--- config.mk ---
export PLATFORM = sky130hd
export DESIGN_NAME = i2c_master_byte_engine
export DESIGN_NICKNAME = d
export VERILOG_FILES = /design/src/i2cme_pkg.sv /design/src/i2c_master_byte_engine.sv /design/src/i2cme_fifo.sv /design/src/i2cme_front.sv /design/src/i2cme_engine.sv
export SDC_FILE = /design/constraint.sdc
export NUM_CORES = 1
export LEC_CHECK = 0
export BUFFER_PORTS_ARGS = -buffer_cell sky130_fd_sc_hd__buf_2
export CELL_PAD_IN_SITES_DETAIL_PLACEMENT = 0
export CELL_PAD_IN_SITES_GLOBAL_PLACEMENT = 1
export CORE_UTILIZATION = 49
export CTS_CLUSTER_DIAMETER = 150
export DETAILED_ROUTE_END_ITERATION = 10
export MAX_ROUTING_LAYER = met4
export PLACE_DENSITY_LB_ADDON = 0.1
export SYNTH_ARGS = -nofsm -noshare
export SYNTH_HDL_FRONTEND = slang
export SYNTH_SLANG_ARGS = --single-unit
--- constraint.sdc ---
create_clock -name clk -period 3.6 [get_ports clk]
set_input_delay 0.72 -clock clk [delete_from_list [all_inputs] [get_ports clk]]
set_output_delay 0.72 -clock clk [all_outputs]
set_load 0.01 [all_outputs]
--- src/i2cme_pkg.sv ---
// ----------------------------------------------------------------------------
// i2cme_pkg
// Shared types and codes for the I2C master byte engine.
// ----------------------------------------------------------------------------
`timescale 1ns / 1ps

package i2cme_pkg;

	localparam int TickWidth = 16;

	// Command opcodes as they arrive on the input item
	localparam logic [2:0] OP_START    = 3'd0;
	localparam logic [2:0] OP_STOP     = 3'd1;
	localparam logic [2:0] OP_WRITE    = 3'd2;
	localparam logic [2:0] OP_READ_ACK = 3'd3;
	localparam logic [2:0] OP_READ_NAK = 3'd4;

	localparam logic [TickWidth-1:0] TICKS_RESET = 16'd4;
	localparam logic [3:0]           BITS_PER_BYTE = 4'd8;

	typedef struct packed {
		logic       cmd_valid;
		logic [2:0] opcode;
		logic [7:0] write_byte;
		logic       sda_in;
	} cmd_t;

	typedef struct packed {
		logic       scl_out;
		logic       sda_out;
		logic       ready_res;
		logic       done_res;
		logic [7:0] read_byte;
		logic       ack_ok;
	} rsp_t;

	// Command class worked out by the front end
	typedef enum logic [2:0] {
		CK_NONE    = 3'd0,
		CK_START   = 3'd1,
		CK_STOP    = 3'd2,
		CK_WRITE   = 3'd3,
		CK_RD_ACK  = 3'd4,
		CK_RD_NAK  = 3'd5
	} cmd_kind_t;

	typedef struct packed {
		cmd_kind_t  kind;
		logic [7:0] wbyte;
		logic       sda;
	} tick_t;

endpackage

--- src/i2c_master_byte_engine.sv ---
// ----------------------------------------------------------------------------
// i2c_master_byte_engine
// Throughput: one item per cycle while the result queue is not full, one result per item.
// Results: the sequencer takes each tick from the tick queue and writes its
// result to the result queue at that same edge; it stalls while the result
// queue is full.
// Reset: queues empty, sequencer idle, SCL/SDA released, ticks_q 4.
// ----------------------------------------------------------------------------
`timescale 1ns / 1ps

module i2c_master_byte_engine #(
	parameter int CMD_DEPTH = 4,
	parameter int RES_DEPTH = 2
) (
	input  logic                             clk,
	input  logic                             arst_n,
	input  logic                             push,
	input  i2cme_pkg::cmd_t                  cmd,
	output logic                             full,
	input  logic                             pop,
	output i2cme_pkg::rsp_t                  rsp,
	output logic                             empty,
	input  logic                             cfg_valid,
	output logic                             cfg_ready,
	input  logic [i2cme_pkg::TickWidth-1:0]  cfg_data
);

	import i2cme_pkg::*;

	tick_t q_item;
	logic  q_empty;
	logic  q_pop;
	rsp_t  res;
	logic  res_push;
	logic  res_full;

	i2cme_front #(
		.DEPTH (CMD_DEPTH)
	) u_front (
		.clk     (clk),
		.arst_n  (arst_n),
		.push    (push),
		.cmd     (cmd),
		.full    (full),
		.q_pop   (q_pop),
		.q_item  (q_item),
		.q_empty (q_empty)
	);

	i2cme_engine u_engine (
		.clk       (clk),
		.arst_n    (arst_n),
		.cfg_valid (cfg_valid),
		.cfg_ready (cfg_ready),
		.cfg_data  (cfg_data),
		.q_empty   (q_empty),
		.q_item    (q_item),
		.q_pop     (q_pop),
		.res_full  (res_full),
		.res_push  (res_push),
		.res       (res)
	);

	i2cme_fifo #(
		.DEPTH  (RES_DEPTH),
		.data_t (rsp_t)
	) u_res_queue (
		.clk    (clk),
		.arst_n (arst_n),
		.push   (res_push),
		.wdata  (res),
		.full   (res_full),
		.pop    (pop),
		.rdata  (rsp),
		.empty  (empty)
	);

endmodule

--- src/i2cme_fifo.sv ---
// ----------------------------------------------------------------------------
// i2cme_fifo
// Small first-in first-out queue with registered storage and occupancy count.
// ----------------------------------------------------------------------------
`timescale 1ns / 1ps

module i2cme_fifo #(
	parameter int DEPTH = 2,
	parameter type data_t = logic
) (
	input  logic  clk,
	input  logic  arst_n,
	input  logic  push,
	input  data_t wdata,
	output logic  full,
	input  logic  pop,
	output data_t rdata,
	output logic  empty
);

	localparam int PW = $clog2(DEPTH);
	localparam int CW = $clog2(DEPTH + 1);

	data_t          mem_q [DEPTH];
	logic [PW-1:0]  wr_q;
	logic [PW-1:0]  rd_q;
	logic [CW-1:0]  cnt_q;
	logic           do_push;
	logic           do_pop;

	assign full    = (cnt_q == CW'(DEPTH));
	assign empty   = (cnt_q == '0);
	assign do_push = push && !full;
	assign do_pop  = pop && !empty;
	assign rdata   = mem_q[rd_q];

	always_ff @(posedge clk) begin
		if (do_push) begin
			mem_q[wr_q] <= wdata;
		end
	end

	always_ff @(posedge clk or negedge arst_n) begin
		if (!arst_n) begin
			wr_q  <= '0;
			rd_q  <= '0;
			cnt_q <= '0;
		end else begin
			if (do_push) begin
				wr_q <= (wr_q == PW'(DEPTH - 1)) ? '0 : wr_q + 1'b1;
			end
			if (do_pop) begin
				rd_q <= (rd_q == PW'(DEPTH - 1)) ? '0 : rd_q + 1'b1;
			end
			unique case ({do_push, do_pop})
				2'b10:   cnt_q <= cnt_q + 1'b1;
				2'b01:   cnt_q <= cnt_q - 1'b1;
				default: cnt_q <= cnt_q;
			endcase
		end
	end

endmodule

--- src/i2cme_front.sv ---
// ----------------------------------------------------------------------------
// i2cme_front
// Takes input items, classifies the offered command and queues the tick.
// ----------------------------------------------------------------------------
`timescale 1ns / 1ps

module i2cme_front #(
	parameter int DEPTH = 4
) (
	input  logic              clk,
	input  logic              arst_n,
	input  logic              push,
	input  i2cme_pkg::cmd_t   cmd,
	output logic              full,
	input  logic              q_pop,
	output i2cme_pkg::tick_t  q_item,
	output logic              q_empty
);

	import i2cme_pkg::*;

	tick_t tick;

	// Out-of-range opcodes and idle offers both become a plain tick
	always_comb begin
		tick.wbyte = cmd.write_byte;
		tick.sda   = cmd.sda_in;
		tick.kind  = CK_NONE;
		if (cmd.cmd_valid) begin
			unique case (cmd.opcode)
				OP_START:    tick.kind = CK_START;
				OP_STOP:     tick.kind = CK_STOP;
				OP_WRITE:    tick.kind = CK_WRITE;
				OP_READ_ACK: tick.kind = CK_RD_ACK;
				OP_READ_NAK: tick.kind = CK_RD_NAK;
				default:     tick.kind = CK_NONE;
			endcase
		end
	end

	i2cme_fifo #(
		.DEPTH  (DEPTH),
		.data_t (tick_t)
	) u_queue (
		.clk    (clk),
		.arst_n (arst_n),
		.push   (push),
		.wdata  (tick),
		.full   (full),
		.pop    (q_pop),
		.rdata  (q_item),
		.empty  (q_empty)
	);

endmodule

--- src/i2cme_engine.sv ---
// ----------------------------------------------------------------------------
// i2cme_engine
// Bus sequencer: steps SCL/SDA through each command, one queued tick a cycle while the result queue has room.
// ----------------------------------------------------------------------------
`timescale 1ns / 1ps

module i2cme_engine (
	input  logic                                  clk,
	input  logic                                  arst_n,
	input  logic                                  cfg_valid,
	output logic                                  cfg_ready,
	input  logic [i2cme_pkg::TickWidth-1:0]       cfg_data,
	input  logic                                  q_empty,
	input  i2cme_pkg::tick_t                      q_item,
	output logic                                  q_pop,
	input  logic                                  res_full,
	output logic                                  res_push,
	output i2cme_pkg::rsp_t                       res
);

	import i2cme_pkg::*;

	typedef enum logic [13:0] {
		ST_IDLE      = 14'h0001,
		ST_START_A   = 14'h0002,
		ST_START_B   = 14'h0004,
		ST_STOP_A    = 14'h0008,
		ST_STOP_B    = 14'h0010,
		ST_STOP_C    = 14'h0020,
		ST_WR_LOW    = 14'h0040,
		ST_WR_HIGH   = 14'h0080,
		ST_WACK_LOW  = 14'h0100,
		ST_WACK_HIGH = 14'h0200,
		ST_RD_LOW    = 14'h0400,
		ST_RD_HIGH   = 14'h0800,
		ST_RACK_LOW  = 14'h1000,
		ST_RACK_HIGH = 14'h2000
	} state_t;

	state_t                 step_q, n_step;
	logic [TickWidth-1:0]   ticks_q;
	logic [TickWidth-1:0]   wait_q, n_wait;
	logic [TickWidth-1:0]   ilen;
	logic [3:0]             bits_q, n_bits;
	logic [7:0]             shift_q, n_shift;
	logic [7:0]             rx_q, n_rx;
	logic                   scl_q, n_scl;
	logic                   sda_q, n_sda;
	logic                   ack_q, n_ack;
	logic                   nak_q, n_nak;
	logic                   done;
	logic                   fire;

	assign cfg_ready = 1'b1;
	assign fire      = !q_empty && !res_full;
	assign q_pop     = fire;
	assign res_push  = fire;
	assign ilen      = (ticks_q == '0) ? TickWidth'(1) : ticks_q;

	always_comb begin
		n_step  = step_q;
		n_wait  = wait_q;
		n_bits  = bits_q;
		n_shift = shift_q;
		n_rx    = rx_q;
		n_scl   = scl_q;
		n_sda   = sda_q;
		n_ack   = ack_q;
		n_nak   = nak_q;
		done    = 1'b0;
		if (step_q == ST_IDLE) begin
			unique case (q_item.kind)
				CK_START: begin
					n_sda  = 1'b1;
					n_scl  = 1'b1;
					n_step = ST_START_A;
					n_wait = ilen;
				end
				CK_STOP: begin
					n_scl  = 1'b0;
					n_sda  = 1'b0;
					n_step = ST_STOP_A;
					n_wait = ilen;
				end
				CK_WRITE: begin
					n_shift = q_item.wbyte;
					n_bits  = BITS_PER_BYTE;
					n_scl   = 1'b0;
					n_sda   = q_item.wbyte[7];
					n_step  = ST_WR_LOW;
					n_wait  = ilen;
				end
				CK_RD_ACK, CK_RD_NAK: begin
					n_nak   = (q_item.kind == CK_RD_NAK);
					n_shift = '0;
					n_bits  = BITS_PER_BYTE;
					n_scl   = 1'b0;
					n_sda   = 1'b1;
					n_step  = ST_RD_LOW;
					n_wait  = ilen;
				end
				default: begin
					n_step = ST_IDLE;
				end
			endcase
		end else if (wait_q > TickWidth'(1)) begin
			n_wait = wait_q - 1'b1;
		end else begin
			unique case (step_q)
				ST_START_A: begin
					n_sda  = 1'b0;
					n_step = ST_START_B;
					n_wait = ilen;
				end
				ST_START_B: begin
					n_scl = 1'b0;
					done  = 1'b1;
				end
				ST_STOP_A: begin
					n_scl  = 1'b1;
					n_step = ST_STOP_B;
					n_wait = ilen;
				end
				ST_STOP_B: begin
					n_sda  = 1'b1;
					n_step = ST_STOP_C;
					n_wait = ilen;
				end
				ST_STOP_C: begin
					done = 1'b1;
				end
				ST_WR_LOW, ST_WACK_LOW, ST_RD_LOW, ST_RACK_LOW: begin
					n_scl  = 1'b1;
					n_wait = ilen;
					n_step = (step_q == ST_WR_LOW)   ? ST_WR_HIGH :
					         (step_q == ST_WACK_LOW) ? ST_WACK_HIGH :
					         (step_q == ST_RD_LOW)   ? ST_RD_HIGH : ST_RACK_HIGH;
				end
				ST_WR_HIGH: begin
					n_scl   = 1'b0;
					n_bits  = bits_q - 1'b1;
					n_shift = {shift_q[6:0], 1'b0};
					n_wait  = ilen;
					if (n_bits != '0) begin
						n_sda  = shift_q[6];
						n_step = ST_WR_LOW;
					end else begin
						n_sda  = 1'b1;
						n_step = ST_WACK_LOW;
					end
				end
				ST_WACK_HIGH: begin
					n_ack = !q_item.sda;
					n_scl = 1'b0;
					done  = 1'b1;
				end
				ST_RD_HIGH: begin
					n_shift = {shift_q[6:0], q_item.sda};
					n_scl   = 1'b0;
					n_bits  = bits_q - 1'b1;
					n_wait  = ilen;
					if (n_bits != '0) begin
						n_step = ST_RD_LOW;
					end else begin
						n_sda  = nak_q;
						n_step = ST_RACK_LOW;
					end
				end
				ST_RACK_HIGH: begin
					n_scl = 1'b0;
					n_rx  = shift_q;
					done  = 1'b1;
				end
				default: begin
					done = 1'b0;
				end
			endcase
			if (done) begin
				n_step = ST_IDLE;
				n_wait = '0;
			end
		end
	end

	assign res.scl_out   = n_scl;
	assign res.sda_out   = n_sda;
	assign res.ready_res = (n_step == ST_IDLE);
	assign res.done_res  = done;
	assign res.read_byte = n_rx;
	assign res.ack_ok    = n_ack;

	always_ff @(posedge clk or negedge arst_n) begin
		if (!arst_n) begin
			ticks_q <= TICKS_RESET;
			step_q  <= ST_IDLE;
			wait_q  <= '0;
			bits_q  <= '0;
			shift_q <= '0;
			rx_q    <= '0;
			scl_q   <= 1'b1;
			sda_q   <= 1'b1;
			ack_q   <= 1'b0;
			nak_q   <= 1'b0;
		end else begin
			if (cfg_valid) begin
				ticks_q <= cfg_data;
			end
			if (fire) begin
				step_q  <= n_step;
				wait_q  <= n_wait;
				bits_q  <= n_bits;
				shift_q <= n_shift;
				rx_q    <= n_rx;
				scl_q   <= n_scl;
				sda_q   <= n_sda;
				ack_q   <= n_ack;
				nak_q   <= n_nak;
			end
		end
	end

endmodule

Word level (Yosys, flattened, before mapping)
Memories as Yosys holds them, arrays and structs flattened. Cells that the tools add are included.

Flip-flop bits (word level): 81. Bits in latches: 0. Bits in writable memories: 74. Bits in read-only memories: 0. Input port bits: 34. Memories: 2.

Memories: u_front.u_queue.mem_q (depth 4, bits a word 12, rd ports 1, clocked after Yosys merged registers in 0, write ports 1, line i2cme_fifo.sv:24) `data_t mem_q [DEPTH];`; u_res_queue.mem_q (depth 2, bits a word 13, rd ports 1, clocked after Yosys merged registers in 0, write ports 1, line i2cme_fifo.sv:24).

Add/subtract/negate cells: 10. Multiply operators: 0. Divide/modulo/power cells: 0. Order comparisons: 1. Equal/unequal tests: 36. Shifts and indexed selects: 0. Muxes and demuxes: 57. Bitwise logic cells: 0. Reduce and logical (&&, ||, !) cells: 35.

Operators with widths (count): two-way mux 16 bit (6); two-way mux 14 bit (6); one-hot mux 14 bit (6 select lines) (1); one-hot mux 11 bit (4 select lines) (1); two-way mux 8 bit (5); one-hot mux 8 bit (2 select lines) (2); == test 14 x 1 -> 1 bit (second input constant) (2); two-way mux 1 bit (20); > comparator 16 x 1 -> 1 bit (second input constant) (1); logical NOT 16 bit (1); two-way mux 4 bit (4); subtractor 16 x 1 -> 16 bit (second input constant) (1); one-hot mux 3 bit (5 select lines) (1); OR reduction 5 bit (3); == test 14 x 10 -> 1 bit (second input constant) (1); == test 14 x 11 -> 1 bit (second input constant) (1); == test 14 x 12 -> 1 bit (second input constant) (1); == test 14 x 13 -> 1 bit (second input constant) (1); == test 14 bit (second input constant) (1); == test 14 x 2 -> 1 bit (second input constant) (1); == test 14 x 3 -> 1 bit (second input constant) (1); == test 14 x 4 -> 1 bit (second input constant) (1); == test 14 x 5 -> 1 bit (second input constant) (1); == test 14 x 6 -> 1 bit (second input constant) (1); other kinds (39) (75).

Logic depth before layout (Yosys ltp)
Depth in word-level cells: 9. Mapped depth: 10. Gate-level depth less buffers: 10.

Modules after synthesis
From an unflattened synthesis, not the netlist that was laid out.

Cell total of the unflattened synthesis: 639. Area total of the unflattened synthesis: 7743.7 um2.

By module, submodules not included: i2cme_engine (times used 1, cells an instance 470, area an instance 4319.1 um2, seq. area each 1756.7 um2); i2cme_fifo (u_front.u_queue) (times used 1, cells an instance 104, area an instance 2239.6 um2, seq. area each 1616.6 um2); i2cme_fifo (u_res_queue) (times used 1, cells an instance 58, area an instance 1134.8 um2, seq. area each 880.8 um2); i2cme_front (times used 1, cells an instance 7, area an instance 50.0 um2, seq. area each 0.0 um2).

Worst setup path after synthesis
Ideal clock, no wire load.

Kind: register to register. Start point: register u_engine.wait_q[11]. End point: register u_engine.rx_q[0]. Arrival: 2.686 ns. Required time: 3.475 ns. Slack: 0.789 ns. Cell stages (with the launch flop): 9. Buffers on the path: 2. Period minus slack after synthesis: 2.811 ns. Path through: dfrtp_1 -> or4_1 -> buf_2 -> or4_4 -> nor4_4 -> nand4_4 -> or2_1 -> buf_6 -> mux2_4.

Word-level cells in the longest chain between the ends: 3.

RTL lines: start: declaration (line i2cme_engine.sv:42) `logic [TickWidth-1:0] wait_q, n_wait;`; start signal: assignment (line i2cme_engine.sv:210) `wait_q <= n_wait;`; > comparator 16 x 1 -> 1 bit (line i2cme_engine.sv:106) `end else if (wait_q > TickWidth'(1)) begin`; two-way mux 8 bit (line i2cme_engine.sv:106); two-way mux 8 bit (line i2cme_engine.sv:71) `if (step_q == ST_IDLE) begin`; end signal: assignment (line i2cme_engine.sv:213) `rx_q <= n_rx;`; end: declaration (line i2cme_engine.sv:46) `logic [7:0] rx_q, n_rx;`.

Every way passes these cells. A chain may end at the register's enable or synchronous reset.

Worst setup path after layout
Start point: register u_engine.wait_q[11]. End point: register u_engine.bits_q[0].

Word-level cells in the longest chain between the ends: 3.

RTL lines: > comparator 16 x 1 -> 1 bit (line i2cme_engine.sv:106); inequality test 2 x 1 -> 1 bit (no line); AND reduction 4 bit (no line); end signal: assignment (line i2cme_engine.sv:211) `bits_q <= n_bits;`; end: declaration (line i2cme_engine.sv:44) `logic [3:0] bits_q, n_bits;`.

Every way passes these cells.

==> flow_summary.yaml <==
run_status:
  status: "finished clean"
setup_path:
  reg2reg_to: "u_engine.bits_q[0]$_DFFE_PN0P_"
  cp_max_fo: 22
  cp.buffers_inverters: 0
  r2r_slack_ns: 0.40
  rr_worst_depth: 6
  required_ns: 3.93
  critPathArrivalTime_ns: 3.53
  worstSetupPathType: "reg2reg"
  cp-end-kind: "register"
  path_cells: "or4_1 > or4_4 > o41a_1 > a2111o_1 > nand2b_1 > o21ai_0"
  max_stage_delay_ns: 0.63
  crit_slowest_cell: "or4_1"
  start_kind: "register"
  reg2reg_from: "u_engine.wait_q[11]$_DFFE_PN0P_"
  cp_top_family: "simple AND/OR/NAND/NOR gates"
clock_network:
  cts_buffers: 17
  clock_path_buffers: 2
  cts_tree: "done"
  path_clk_slew_ns: 0.06
  cts_resized: 0
  root_buffer: "clkbuf_16"
  hold_buffers: 0
  insertion_delay_ns: 0.42
  h-tree-depth: 4
  cts_setup_buffers: 0
  cts.sinks: 155
sta:
  setup_viol_count_final: 0
  finalMaxSlewViolations: 0
  timing_worst_slew_pin_value_ns: 1.15
  setup-tns-final_ns: 0
  setup_ws_ns: 0.396
  rsz0062_at_grt: "false"
  max_freq_mhz: 312
  relSlewSlack: 0.227
  clock_skew_ns: 0.00849
  period_share: 0.890
  hold_viol_final: 0
  min_period_ns: 3.20
detailed_routing:
  drt_iter0_markers: 290
  dr.pass1.iters: 5
  wl_um: 16300
  drcViolationCount: 0
  postRouteAntennaNets: 0
  vias_per_cell: 5.86
  dr_total_vias: 5158
  wl_per_cell_um: 18.5
logic_synthesis:
  avgSynthCellArea_um2: 12.0
  yosys_warnings: 0
  yosysSeqAreaShare: 0.560
  netlist_area_um2: 7590
  async_flop_share: 0.523
  synth_edf_count: 74
  ys_types: 67
  ys_ff_latch: 155
  syn_nets: 678
  synthFlopType: "dfrtp_1"
  syn_inst: 632
cells_and_area:
  final_core_util: 0.572
  layout-drive-gt1-share: 0.246
  nFillCells: 1274
  final_common_cell: "dfrtp_1"
  syn_to_final_growth_pct: 14.1
  most-common-layout-cells: "dfrtp_1, edfxtp_1, o21ai_0, buf_2, nor2_1"
  insertedDiodeCount: 0
  design_area_um2: 8660
  nNetsFinal: 725
global_routing:
  overflow: 0
  antenna_found_initial: 0
  grt_pass1_vias: 5216
  grt_usage: 0.229
  grt_pass1_wl_um: 27400
  grt_max_degree: 82
pwr:
  p_per_area_nw_per_um2: 645
  total_power_mw: 5.59
  peakVddDrop_v: 0.000474
  leakagePower_nw: 3.55
job:
  maxCapViolations: 0
hold_path:
  hold_class: "in2async"
die:
  die_h_um: 126
  ios: 50
  start_util: 0.501
  die-area_um2: 16000
  die_w_um: 126
  core_um2: 15100
  num_rows: 45
place:
  place_area_um2: 8050
  portBuffers: 48
  routabilityCongestion: 0.857
  dpl_worst_slack_ns: 0.420
  post-dp-hpwl_um: 11200
worst register-to-register path: stages, from the launching register on:
cell and delay, ns:
dfrtp_1 0.38, or4_1 0.64, or4_4 0.51, o41a_1 0.53, a2111o_1 0.60, nand2b_1 0.28, o21ai_0 0.18
Yosys cell counts, types with 8 or more instances:
master	number	share of area
nand3_1	8	0.0053
and2_1	10	0.0082
mux2_2	39	0.058
nor2_1	43	0.021
o31ai_1	19	0.019
nand4_1	8	0.0066
edfxtp_1	74	0.29
clkbuf_1	20	0.0099
a21oi_1	29	0.019
xnor2_1	8	0.0092
inv_1	23	0.011
mux4_2	12	0.036
nand2_1	35	0.017
o21ai_0	48	0.032
ha_1	11	0.018
nor4_1	9	0.0074
dfrtp_1	77	0.25
mux2_4	8	0.016
nor3b_1	10	0.0099
nor2b_1	8	0.0066
nor3_1	20	0.013
power by group:
part	leakage, nW	switching, mW	internal, mW	total, mW
sequential	1.75	0.144	2.21	2.35
clock	0.295	0.740	1.10	1.84
combinational	1.51	0.811	0.581	1.39
stage by stage:
stage               hold WS (ns)  instances
floorplan                  0.424        632
global placement           0.480        848
detailed placement         0.489        848
CTS                        0.496        880
global route               0.499        880
finish                     0.473        880
cells by family (layout without fill, tap and decap cells):
logic type	Yosys count	count (layout)	synth area share
DFF	155	155	0.560
AOI/OAI and AO/OA	134	134	0.110
buffers and inverters	57	117	0.0311
and+or+nand+nor	198	198	0.148
muxes	63	63	0.115
xor gates and xnor gates	12	12	0.0138
other	1	1	0.000494
adders and majority gates	12	12	0.0208
worst max-delay path by stage:
stage | start | to | slack (ns) | cells past startpoint
global route | u_engine.wait_q[11]$_DFFE_PN0P_ | u_engine.bits_q[0]$_DFFE_PN0P_ | 0.12 | 6
floorplan | u_engine.wait_q[11]$_DFFE_PN0P_ | u_engine.rx_q[0]$_DFFE_PN0P_ | 0.79 | 8
CTS | u_engine.wait_q[11]$_DFFE_PN0P_ | u_engine.bits_q[0]$_DFFE_PN0P_ | 0.39 | 6
finish | u_engine.wait_q[11]$_DFFE_PN0P_ | u_engine.bits_q[0]$_DFFE_PN0P_ | 0.40 | 6
global placement | u_engine.wait_q[11]$_DFFE_PN0P_ | u_engine.bits_q[0]$_DFFE_PN0P_ | 0.48 | 6
detailed placement | u_engine.wait_q[11]$_DFFE_PN0P_ | u_engine.bits_q[0]$_DFFE_PN0P_ | 0.42 | 6
cell type report:
class                   instances  area (um2)  area share
clock buffers                  17         425      0.0491
clock inverters                15         186      0.0215
inverters                      24        90.1      0.0104
multi-input cells             420        3120       0.360
flip-flops and latches        155        4250       0.491
well taps                     188         235      0.0272
repair buffers                 61         353      0.0407
layer usage:
layer,part of all wire,up-vias,track usage
li1,-,2475,-
met1,0.48,2558,0.305
met2,0.47,112,0.362
met3,0.035,13,0.0477
met4,0.010,0,0.0553
met5,0,-,-
registers in the layout, indices dropped and copies added (netlist names), 2 cells and up:
name / flops
u_res_queue.cnt_q: 2
u_res_queue.mem_q: 26
u_engine.bits_q: 4
u_engine.wait_q: 16
u_front.u_queue.mem_q: 48
u_front.u_queue.rd_q: 2
u_engine.step_q: 14
u_engine.rx_q: 8
u_front.u_queue.cnt_q: 3
u_front.u_queue.wr_q: 2
u_engine.ticks_q: 16
u_engine.shift_q: 8
No activity file was read; power rests on OpenSTA's default activity.
